File: src/rtl/lpr_pkg.sv
// shared types and constants for the lru page replacement block
package lpr_pkg;

   localparam int FRAME_SLOTS_DEFAULT = 8;
   localparam int PAGE_BITS_DEFAULT   = 16;
   localparam int PAGE_PORT_W         = 16;
   localparam int FRAME_IDX_W         = 3;
   localparam int COUNT_W             = 32;
   localparam int CSR_W               = 4;
   localparam logic [CSR_W-1:0] FRAMES_IN_USE_RESET = 4'd8;

   typedef enum logic {
      LPR_IDLE,
      LPR_EXEC
   } lpr_state_type;

   typedef struct packed {
      logic capture;
      logic execute;
   } lpr_cmd_type;

endpackage

File: src/rtl/lpr_ctrl.sv
// controller state machine: accepts a transaction and sequences the datapath
module lpr_ctrl (
   input  logic               clock,
   input  logic               reset,
   input  logic               start,
   output logic               busy,
   output logic               rsp_valid,
   output lpr_pkg::lpr_cmd_type cmd
);
   import lpr_pkg::*;

   lpr_state_type state_ff, state_in;
   logic          rsp_valid_ff, rsp_valid_in;

   always_comb begin
      state_in = state_ff;
      case (state_ff)
         LPR_IDLE: begin
            if (start) state_in = LPR_EXEC;
         end
         LPR_EXEC: begin
            state_in = LPR_IDLE;
         end
         default: begin
            state_in = LPR_IDLE;
         end
      endcase
   end

   always_comb begin
      busy         = 1'b0;
      cmd.capture  = 1'b0;
      cmd.execute  = 1'b0;
      case (state_ff)
         LPR_IDLE: begin
            cmd.capture = start;
         end
         LPR_EXEC: begin
            busy        = 1'b1;
            cmd.execute = 1'b1;
         end
         default: begin
            busy = 1'b0;
         end
      endcase
   end

   assign rsp_valid_in = cmd.execute;
   assign rsp_valid    = rsp_valid_ff;

   always_ff @(posedge clock) begin
      if (reset) begin
         state_ff     <= LPR_IDLE;
         rsp_valid_ff <= 1'b0;
      end else begin
         state_ff     <= state_in;
         rsp_valid_ff <= rsp_valid_in;
      end
   end

`ifndef SYNTH
   a_exec_one_cycle: assert property (@(posedge clock) disable iff (reset)
      !reset && state_ff == LPR_EXEC |=> state_ff == LPR_IDLE)
      else $error("exec state held more than one cycle");
   a_strobe_after_exec: assert property (@(posedge clock) disable iff (reset)
      !reset && cmd.execute |=> rsp_valid_ff && !busy)
      else $error("result strobe missing after exec");
`endif

endmodule

File: src/rtl/lpr_datapath.sv
// frame table, recency ranks, fault counter and result registers
module lpr_datapath #(
   parameter int FRAME_SLOTS = lpr_pkg::FRAME_SLOTS_DEFAULT,
   parameter int PAGE_BITS   = lpr_pkg::PAGE_BITS_DEFAULT
) (
   input  logic                            clock,
   input  logic                            reset,
   input  lpr_pkg::lpr_cmd_type            cmd,
   input  logic                            csr_wr_en,
   input  logic [lpr_pkg::CSR_W-1:0]       csr_wr_data,
   input  logic [lpr_pkg::PAGE_PORT_W-1:0] req_page_number,
   input  logic                            req_last_reference,
   output logic                            rsp_hit,
   output logic [lpr_pkg::FRAME_IDX_W-1:0] rsp_frame_index,
   output logic                            rsp_evicted_valid,
   output logic [lpr_pkg::PAGE_PORT_W-1:0] rsp_evicted_page,
   output logic [lpr_pkg::COUNT_W-1:0]     rsp_fault_count
);
   import lpr_pkg::*;

   localparam int SLOT_W = (FRAME_SLOTS > 1) ? $clog2(FRAME_SLOTS) : 1;
   localparam logic [SLOT_W-1:0] RANK_MAX = SLOT_W'(FRAME_SLOTS - 1);

   logic [CSR_W-1:0]     frames_ff, frames_in;
   logic [PAGE_BITS-1:0] req_page_ff;
   logic                 req_last_ff;
   logic [PAGE_BITS-1:0] page_ff [FRAME_SLOTS];
   logic [FRAME_SLOTS-1:0] valid_ff, valid_in;
   logic [SLOT_W-1:0]    rank_ff [FRAME_SLOTS];
   logic [SLOT_W-1:0]    rank_in [FRAME_SLOTS];
   logic [COUNT_W-1:0]   faults_ff, faults_in, faults_next;

   logic                 rsp_hit_ff;
   logic [FRAME_IDX_W-1:0] rsp_frame_ff;
   logic                 rsp_ev_valid_ff;
   logic [PAGE_PORT_W-1:0] rsp_ev_page_ff;
   logic [COUNT_W-1:0]   rsp_count_ff;

   logic [FRAME_SLOTS-1:0] active, match, empty;
   logic                 hit, empty_any, age_all;
   logic [SLOT_W-1:0]    hit_slot, empty_slot, oldest_slot, oldest_rank, slot;

   assign frames_in = csr_wr_en ? csr_wr_data : frames_ff;

   // slot 0 always takes part; slots past the configured count sit out
   always_comb begin
      for (int i = 0; i < FRAME_SLOTS; i++) begin
         active[i] = (i == 0) || (32'(i) < 32'(frames_ff));
         match[i]  = active[i] && valid_ff[i] && (page_ff[i] == req_page_ff);
         empty[i]  = active[i] && !valid_ff[i];
      end
   end

   always_comb begin
      hit_slot   = '0;
      empty_slot = '0;
      for (int i = FRAME_SLOTS - 1; i >= 0; i--) begin
         if (match[i]) hit_slot = SLOT_W'(i);
         if (empty[i]) empty_slot = SLOT_W'(i);
      end
   end

   // lowest-numbered frame with the largest rank
   always_comb begin
      oldest_slot = '0;
      oldest_rank = '0;
      for (int i = 0; i < FRAME_SLOTS; i++) begin
         if (active[i] && rank_ff[i] > oldest_rank) begin
            oldest_rank = rank_ff[i];
            oldest_slot = SLOT_W'(i);
         end
      end
   end

   assign hit       = |match;
   assign empty_any = |empty;
   assign age_all   = !hit && empty_any;
   assign slot      = hit ? hit_slot : (empty_any ? empty_slot : oldest_slot);

   assign faults_next = (!hit && faults_ff != '1) ? faults_ff + COUNT_W'(1) : faults_ff;

   always_comb begin
      valid_in  = valid_ff;
      faults_in = faults_ff;
      for (int i = 0; i < FRAME_SLOTS; i++) rank_in[i] = rank_ff[i];
      if (cmd.execute) begin
         for (int i = 0; i < FRAME_SLOTS; i++) begin
            if (active[i] && SLOT_W'(i) != slot && valid_ff[i] &&
                (age_all || rank_ff[i] < rank_ff[slot]) && rank_ff[i] != RANK_MAX) begin
               rank_in[i] = rank_ff[i] + SLOT_W'(1);
            end
         end
         rank_in[slot] = '0;
         if (!hit) valid_in[slot] = 1'b1;
         faults_in = faults_next;
         if (req_last_ff) begin
            valid_in  = '0;
            faults_in = '0;
            for (int i = 0; i < FRAME_SLOTS; i++) rank_in[i] = '0;
         end
      end
   end

   always_ff @(posedge clock) begin
      if (reset) begin
         frames_ff <= FRAMES_IN_USE_RESET;
         valid_ff  <= '0;
         faults_ff <= '0;
         for (int i = 0; i < FRAME_SLOTS; i++) rank_ff[i] <= '0;
      end else begin
         frames_ff <= frames_in;
         valid_ff  <= valid_in;
         faults_ff <= faults_in;
         for (int i = 0; i < FRAME_SLOTS; i++) rank_ff[i] <= rank_in[i];
      end
   end

   always_ff @(posedge clock) begin
      if (cmd.capture) begin
         req_page_ff <= PAGE_BITS'(req_page_number);
         req_last_ff <= req_last_reference;
      end
      if (cmd.execute) begin
         if (!hit) page_ff[slot] <= req_page_ff;
         rsp_hit_ff      <= hit;
         rsp_frame_ff    <= FRAME_IDX_W'(slot);
         rsp_ev_valid_ff <= !hit && !empty_any;
         rsp_ev_page_ff  <= (!hit && !empty_any) ? PAGE_PORT_W'(page_ff[slot]) : '0;
         rsp_count_ff    <= faults_next;
      end
   end

   assign rsp_hit           = rsp_hit_ff;
   assign rsp_frame_index   = rsp_frame_ff;
   assign rsp_evicted_valid = rsp_ev_valid_ff;
   assign rsp_evicted_page  = rsp_ev_page_ff;
   assign rsp_fault_count   = rsp_count_ff;

`ifndef SYNTH
   a_touched_is_newest: assert property (@(posedge clock) disable iff (reset)
      !reset && cmd.execute && !req_last_ff |=> rank_ff[$past(slot)] == '0)
      else $error("referenced frame not made most recent");
   a_miss_fills_slot: assert property (@(posedge clock) disable iff (reset)
      !reset && cmd.execute && !hit && !req_last_ff |=> valid_ff[$past(slot)])
      else $error("faulted frame not marked valid");
   a_count_monotonic: assert property (@(posedge clock) disable iff (reset)
      !reset && cmd.execute && !req_last_ff |=> faults_ff >= $past(faults_ff))
      else $error("fault count went down within a reference string");
`endif

endmodule

File: src/rtl/lru_page_replacement.sv
// top level of the lru page replacement block
//
// usage:
//   a page reference is taken when start is high and busy is low; the
//   reference is req_page_number plus req_last_reference.
//   one result per reference appears on the rsp_ ports for a single cycle,
//   marked by rsp_valid; the strobe is registered from the execute state,
//   so it rises in the cycle after execute, when the receiver takes the result.
//   busy is high for the one execute cycle after acceptance, so no new
//   reference is taken while one executes; the frame lookup, victim choice
//   and rank update all happen in the execute state of the datapath.
//   a new reference may be taken while the previous result is on the ports.
//   the receiver cannot stall; results are never held.
//   csr_wr_en/csr_wr_data write frames_in_use (reset 8); write only when idle.
//   reset empties all frames, clears ranks and the fault count; a reference
//   marked last does the same after its result is formed, keeping the csr.
module lru_page_replacement #(
   parameter int FRAME_SLOTS = lpr_pkg::FRAME_SLOTS_DEFAULT,
   parameter int PAGE_BITS   = lpr_pkg::PAGE_BITS_DEFAULT
) (
   input  logic                            clock,
   input  logic                            reset,
   input  logic                            start,
   output logic                            busy,
   input  logic [lpr_pkg::PAGE_PORT_W-1:0] req_page_number,
   input  logic                            req_last_reference,
   output logic                            rsp_valid,
   output logic                            rsp_hit,
   output logic [lpr_pkg::FRAME_IDX_W-1:0] rsp_frame_index,
   output logic                            rsp_evicted_valid,
   output logic [lpr_pkg::PAGE_PORT_W-1:0] rsp_evicted_page,
   output logic [lpr_pkg::COUNT_W-1:0]     rsp_fault_count,
   input  logic                            csr_wr_en,
   input  logic [lpr_pkg::CSR_W-1:0]       csr_wr_data
);
   import lpr_pkg::*;

   lpr_cmd_type cmd;

   lpr_ctrl u_ctrl (
      .clock     (clock),
      .reset     (reset),
      .start     (start),
      .busy      (busy),
      .rsp_valid (rsp_valid),
      .cmd       (cmd)
   );

   lpr_datapath #(
      .FRAME_SLOTS (FRAME_SLOTS),
      .PAGE_BITS   (PAGE_BITS)
   ) u_datapath (
      .clock              (clock),
      .reset              (reset),
      .cmd                (cmd),
      .csr_wr_en          (csr_wr_en),
      .csr_wr_data        (csr_wr_data),
      .req_page_number    (req_page_number),
      .req_last_reference (req_last_reference),
      .rsp_hit            (rsp_hit),
      .rsp_frame_index    (rsp_frame_index),
      .rsp_evicted_valid  (rsp_evicted_valid),
      .rsp_evicted_page   (rsp_evicted_page),
      .rsp_fault_count    (rsp_fault_count)
   );

endmodule
File: config.mk
export PLATFORM = sky130hd
export DESIGN_NAME = lru_page_replacement
export DESIGN_NICKNAME = d
export VERILOG_FILES = /design/src/rtl/lpr_pkg.sv /design/src/rtl/lpr_ctrl.sv /design/src/rtl/lpr_datapath.sv /design/src/rtl/lru_page_replacement.sv
export SDC_FILE = /design/constraint.sdc
export NUM_CORES = 1
export LEC_CHECK = 0
export CAP_MARGIN = 0
export CORE_UTILIZATION = 65
export CTS_CLUSTER_SIZE = 30
export DETAILED_ROUTE_END_ITERATION = 8
export DONT_BUFFER_PORTS = 1
export GPL_ROUTABILITY_DRIVEN = 0
export PLACE_DENSITY_LB_ADDON = 0.08
export SYNTH_ARGS = -nofsm -noshare
export SYNTH_HDL_FRONTEND = slang
export SYNTH_SLANG_ARGS = --single-unit
export TNS_END_PERCENT = 1
File: constraint.sdc
create_clock -name clock -period 29.8 [get_ports clock]
set_input_delay 2.98 -clock clock [delete_from_list [all_inputs] [get_ports clock]]
set_output_delay 2.98 -clock clock [all_outputs]
set_load 0.05 [all_outputs]
# Word-level counts from Yosys, hierarchy flattened
# Memory sizes are Yosys's and may differ from the RTL's. A register that Yosys moved wholly into a read port is not among the register bits.
# Index checks and enable logic that the tools add are counted.
[word_totals] register_bits=100 memories=2 elab_cells=251 mem_bits_rw=152
[op_classes] n_bitwise=13 mux=76 eq_ne=25 n_lt_le_gt_ge=27 reduce_logical=88 addsub=9
[mem_list] name="u_datapath.page_ff" depth=8 word_bits=16 read_ports=9 rd_ports_with_merged_regs=1 write_ports=1 line="lpr_datapath.sv:27" rtl="logic [PAGE_BITS-1:0] page_ff [FRAME_SLOTS];"
[mem_list] name="u_datapath.rank_ff" depth=8 word_bits=3 read_ports=9 rd_ports_with_merged_regs=0 write_ports=8 line="lpr_datapath.sv:29" rtl="logic [SLOT_W-1:0] rank_ff [FRAME_SLOTS];"
[ops] operator="two-way mux 3 bit" n=54
[ops] operator="equality test 16 bit" n=8
[ops] operator="logical AND 1 bit" n=65
[ops] operator="two-way mux 32 bit" n=2
[ops] operator="two-way mux 24 bit" n=2
[ops] operator="adder 32 x 1 -> 32 bit, second input constant" n=1
[ops] operator="inequality test 32 bit, second input constant" n=1
[ops] operator="adder 3 x 1 -> 3 bit, second input constant" n=8
[ops] operator="AND 24 bit" n=1
[ops] operator="less-than comparator 3 bit" n=8
[ops] operator="inequality test 3 bit, second input constant" n=8
[ops] operator="NOT 24 bit" n=1
[ops] operator="> comparator 3 bit" n=7
[ops] operator="less-than comparator 3 x 4 -> 1 bit, first input constant" n=4
[ops] operator="two-way mux 8 bit" n=2
[ops] operator="OR reduction 8 bit" n=2
[ops] operator="inequality test 3 bit, first input constant" n=4
[ops] operator="logical NOT 1 bit" n=11
[ops] operator="two-way mux 1 bit" n=11
[ops] operator="demux 3 bit (select 3 bit)" n=1
[ops] operator="logical OR 1 bit" n=8
[ops] operator="less-than comparator 2 x 4 -> 1 bit, first input constant" n=2
[ops] operator="OR 1 bit" n=8
[ops] operator="OR 8 bit" n=1
[ops] operator="16 further kinds" n=18

# Logic depth before layout (Yosys ltp)
# An unclocked memory read counts as a cell.
[depth] word_depth=37 depth_mapped=65 mapped_depth_nobuf=63

# By module
# A second synthesis with hierarchy kept.
[unflattened] cells_unflattened=1413 hier_area_um2=14604.0
[by_module_without_submodules] module="lpr_datapath" area_each_um2=14521.4 instances=1 cells_each=1406
[by_module_without_submodules] module="lpr_ctrl" area_each_um2=82.6 instances=1 cells_each=7

# Least setup slack after synthesis
# Ideal clock, no wire load.
[synth_timing] path_type="register to register" start="mem u_datapath.rank_ff[0][1] (netlist name)" end="mem u_datapath.rank_ff[4][0] (netlist name)" synth_period_minus_slack_ps=12882 setup_slack_ps=16918 arrival_time_ps=12761 t_required_ps=29679 stages_incl_launch_ff=62 cell_sequence="dfxtp_1 -> inv_1 -> ha_1 -> nand2b_1 -> nand2_1 -> ha_1 -> nand2_1 -> o21ai_2 -> nand2_2 -> nand2_1 -> o21ai_0 -> ha_1 -> nor3_1 -> a21o_1 -> or3_1 -> a21boi_0 -> o21a_2 -> nor2_1 -> [... 26 more ...] -> mux2_2 -> ha_1 -> a21o_1 -> a21oi_1 -> a311oi_1 -> or3_4 -> o31ai_4 -> clkbuf_1 -> buf_1 -> nand2_1 -> a311oi_1 -> a21oi_1 -> ha_1 -> or4b_2 -> a211oi_1 -> a31oi_1 -> a31o_2 -> mux2_2"
[synth_rtl] element="start, declared" line="lpr_datapath.sv:29"

==> impl_metrics.env <==
export IMPL_adder_and_majority_gate_portion_of_the_synthesized_area_pct=3.567
export IMPL_p_switching_mw=0.1821
export IMPL_ff2ff_setup_slack_ps=15420
export IMPL_timing_hold_worst_class="reg2reg"
export IMPL_worstPathMaxFanout=33
export IMPL_dp_worst_setup_slack_ps=15710
export IMPL_maximum_number_of_pins_on_one_net_before_global_route_repair=81
export IMPL_grt_busiest_layer="met2"
export IMPL_ys_dominant_reg_cell="sky130_fd_sc_hd__edfxtp_1"
export IMPL_hold_path_cell_count=2
export IMPL_drc=0
export IMPL_port_buffers=0
export IMPL_vert_die_dim_um=151.5
export IMPL_globalRouteTotalUtil_pct=33.72
export IMPL_post_synth_xor_area_fraction_pct=9.589
export IMPL_synth_top_family_by_area="compound AO/OA/AOI/OAI gates"
export IMPL_yosys_warnings=0
export IMPL_final_min_clock_period_ps=14380
export IMPL_firstDrtPassIters=6
export IMPL_finalSetupViolations=0
export IMPL_mappedNetlistNets=1446
export IMPL_timing_critical_path_max_delay_family="compound AO/OA/AOI/OAI gates"
export IMPL_chipWidth_um=151.5
export IMPL_synthesized_netlist_cell_count=1382
export IMPL_synthMuxAreaShare_pct=1.172
export IMPL_crit_type="reg2reg"
export IMPL_report_final_hold_viol_count=0
export IMPL_min_delay_start="u_datapath.faults_ff[27]"
export IMPL_placeableCoreArea_sq_um=21890
export IMPL_grt_util_met3_pct=4.551
export IMPL_viasPerCell=6.677
export IMPL_finish_net_count=1418
export IMPL_grt_met2_usage_pct=54.25
export IMPL_worst_pin_slew_ps=965.2
export IMPL_r2r_start="u_datapath.rank_ff[0][1]"
export IMPL_synth_simple_gate_area_share_pct=15.32
export IMPL_area_of_the_die_sq_um=22940
export IMPL_cts_repair_resized=0
export IMPL_synth_edff_count=198
export IMPL_endpoint_kind="flop"
export IMPL_grt_use_met1_pct=43.92
export IMPL_ys_async_sr_fraction_pct=0
export IMPL_power_mw=0.7868
export IMPL_power_internal_mw=0.6047
export IMPL_avgRoutedWirePerCell_um=23.12
export IMPL_power_density_nw_per_um2=50.81
export IMPL_final_wl_mm=38.13
export IMPL_first_global_vias=10330
export IMPL_power_leakage_nw=5.574
export IMPL_pwr_share_comb_pct=5.1
export IMPL_synth_ff_latch_count=268
export IMPL_critPathMaxStageDelay_ps=680
export IMPL_tritoncts_clock_tree="built"
export IMPL_fin_skew_ps=23.17
export IMPL_irDropWorstVdd_v=0.00004801
export IMPL_worst_path_buf_inv=4
export IMPL_timing_slew_headroom_pct=35.65
export IMPL_htree_levels=1
export IMPL_area_growth_synth_to_final_pct=6.626
export IMPL_most_common_layout_cells="198 x sky130_fd_sc_hd__edfxtp_1, 183 x sky130_fd_sc_hd__nand2_1, 104 x sky130_fd_sc_hd__nor2_1"
export IMPL_antenna_diode_count=0
export IMPL_synth_compound_area_share_pct=16.01
export IMPL_switching_share_pct=23.15
export IMPL_rsz0062_at_grt="no"
export IMPL_startpoint_type_of_the_worst_setup_path="flop"
export IMPL_cts_hold_buffers=0
export IMPL_critical_path_required_ps=30230
export IMPL_clock_sinks=268
export IMPL_layout_setup_ws_ps=15420
export IMPL_io_pins=80
export IMPL_clockRootBuffer="sky130_fd_sc_hd__clkbuf_16"
export IMPL_timing_final_crit_share_pct=48.25
export IMPL_global_route_wire_length_before_repair_mm=58.08
export IMPL_seq_area_frac_synth_pct=50.59
export IMPL_max_cap_violations=0
export IMPL_num_rows=54
export IMPL_hpwlAfterDp_mm=25.74
export IMPL_initial_utilization_pct=66.34
export IMPL_max_freq_mhz=69.55
export IMPL_drt_first_iter_violations=1083
export IMPL_critPathArrivalTime_ps=14810
export IMPL_cts_path_max_buffers=3
export IMPL_setup_total_negative_slack_ps=0
export IMPL_r2r_end="u_datapath.rank_ff[4][0]"
export IMPL_final_common_cell="sky130_fd_sc_hd__edfxtp_1"
export IMPL_syn_area_per_cell_sq_um=10.51
export IMPL_layout_cells_sized_above_1_pct=7.378
export IMPL_sequentialPowerShare_pct=54.1
export IMPL_clkTransAtPathRegs_ps=60
export IMPL_netlist_cell_type_count=89
export IMPL_multiInputGateArea_sq_um=6636
export IMPL_status="complete, no violations"
export IMPL_clkLatencyLatePin_ps=550
export IMPL_post_cts_buffers=0
export IMPL_tritoncts_num_buffers=28
export IMPL_globalRouteOverflowTotal=0
export IMPL_final_max_slew_viol_count=0
export IMPL_routed_via_count=11011
export IMPL_clock_power_share_pct=40.7
export IMPL_crit_path_top_delay_cell="sky130_fd_sc_hd__a311oi_1"
export IMPL_mappedNetlistArea_sq_um=14520
export IMPL_antenna_violating_nets_post_route=0
export IMPL_seqCellArea_sq_um=7351
export IMPL_hold_end="u_datapath.faults_ff[27]"
export IMPL_worst_r2r_cell_count=61
export IMPL_fillCellCount=1603
export IMPL_number_of_antenna_violations_at_the_first_check_in_global_routing=0
export IMPL_crit_path_frequent_cell="sky130_fd_sc_hd__ha_1"
-- through the flow --
step | hold slack (ps) | cells | util [%] | cell area, sq um
after floorplan | 477.0 | 1382 | - | 14520
after global placement | 496.3 | 1604 | 66.95 | 14660
after detailed placement | 505.8 | 1604 | 66.95 | 14660
final | 511.1 | 1649 | 70.74 | 15480
after global routing | 572.0 | 1649 | 70.74 | 15480
after CTS | 519.1 | 1649 | 70.74 | 15480
-- sequential cells by signal, summed over array words and instances, names as in the netlist, 4 cells and up --
signal / cells
u_datapath.page_ff: 128
u_datapath.faults_ff: 32
u_datapath.rsp_fault_count: 32
u_datapath.rank_ff: 24
u_datapath.req_page_ff: 16
u_datapath.rsp_evicted_page: 16
u_datapath.valid_ff: 8
u_datapath.frames_ff: 4
-- layout make-up --
cell class | instances | area share, %
clock buffers | 36 | 4.848
repair buffers | 19 | 0.9211
clock inverters | 9 | 0.5090
flip-flops and latches | 268 | 47.47
well taps | 280 | 2.262
inverters | 46 | 1.131
multi-input cells | 991 | 42.86
-- power groups by stage --
stage                     combinational (mW)  clock (mW)  sequential [mW]
after global routing                  0.0428       0.337            0.427
after detailed placement              0.0396           0            0.434
after floorplan                       0.0326           0            0.427
after CTS                             0.0398       0.325            0.426
after global placement                0.0393           0            0.433
final                                 0.0405       0.320            0.426
-- worst min-delay path, cell delays in order, from the launching register on --
cell and delay [ps]:
sky130_fd_sc_hd__dfxtp_1 320, sky130_fd_sc_hd__a22oi_1 80, sky130_fd_sc_hd__nor2_1 80
-- logic make-up after synthesis --
kind of cell,Yosys count
simple gates,468
compound gates,306
flops,268
xor+xnor,159
buf+inv,123
fa+ha+maj,42
mux,16
-- how the worst max path moves through the flow --
stage / start / endpoint / slack [ps] / cells past startpoint
floorplan: u_datapath.rank_ff[0][1] / u_datapath.rank_ff[4][0] / 16920 / 61
CTS: u_datapath.rank_ff[0][1] / u_datapath.rank_ff[4][0] / 15700 / 59
global placement: u_datapath.rank_ff[0][1] / u_datapath.rank_ff[4][0] / 16270 / 62
detailed placement: u_datapath.rank_ff[0][1] / u_datapath.rank_ff[4][0] / 15710 / 61
finish: u_datapath.rank_ff[0][1] / u_datapath.rank_ff[4][0] / 15420 / 61
global route: u_datapath.rank_ff[0][1] / u_datapath.rank_ff[4][0] / 14400 / 61
-- synthesized netlist by cell type (39+ instances only) --
cell	instances	area share (%)
sky130_fd_sc_hd__xor2_1	82	4.9
sky130_fd_sc_hd__and3_1	47	2.0
sky130_fd_sc_hd__dfxtp_1	70	9.6
sky130_fd_sc_hd__o21ai_0	42	1.4
sky130_fd_sc_hd__inv_1	43	1.1
sky130_fd_sc_hd__ha_1	39	3.4
sky130_fd_sc_hd__clkbuf_1	40	1.0
sky130_fd_sc_hd__xnor2_1	77	4.6
sky130_fd_sc_hd__edfxtp_1	198	41
sky130_fd_sc_hd__nor2_1	105	2.7
sky130_fd_sc_hd__a21oi_1	54	1.9
sky130_fd_sc_hd__nand2_1	183	4.7
-- layer usage --
metal  up-vias  part of all wire (%)
met4         0                   5.6
met5         -                     0
met3       121                   7.2
li1       5040                     -
met2       539                    48
met1      5311                    39
No activity file was read; power rests on OpenSTA's default activity.
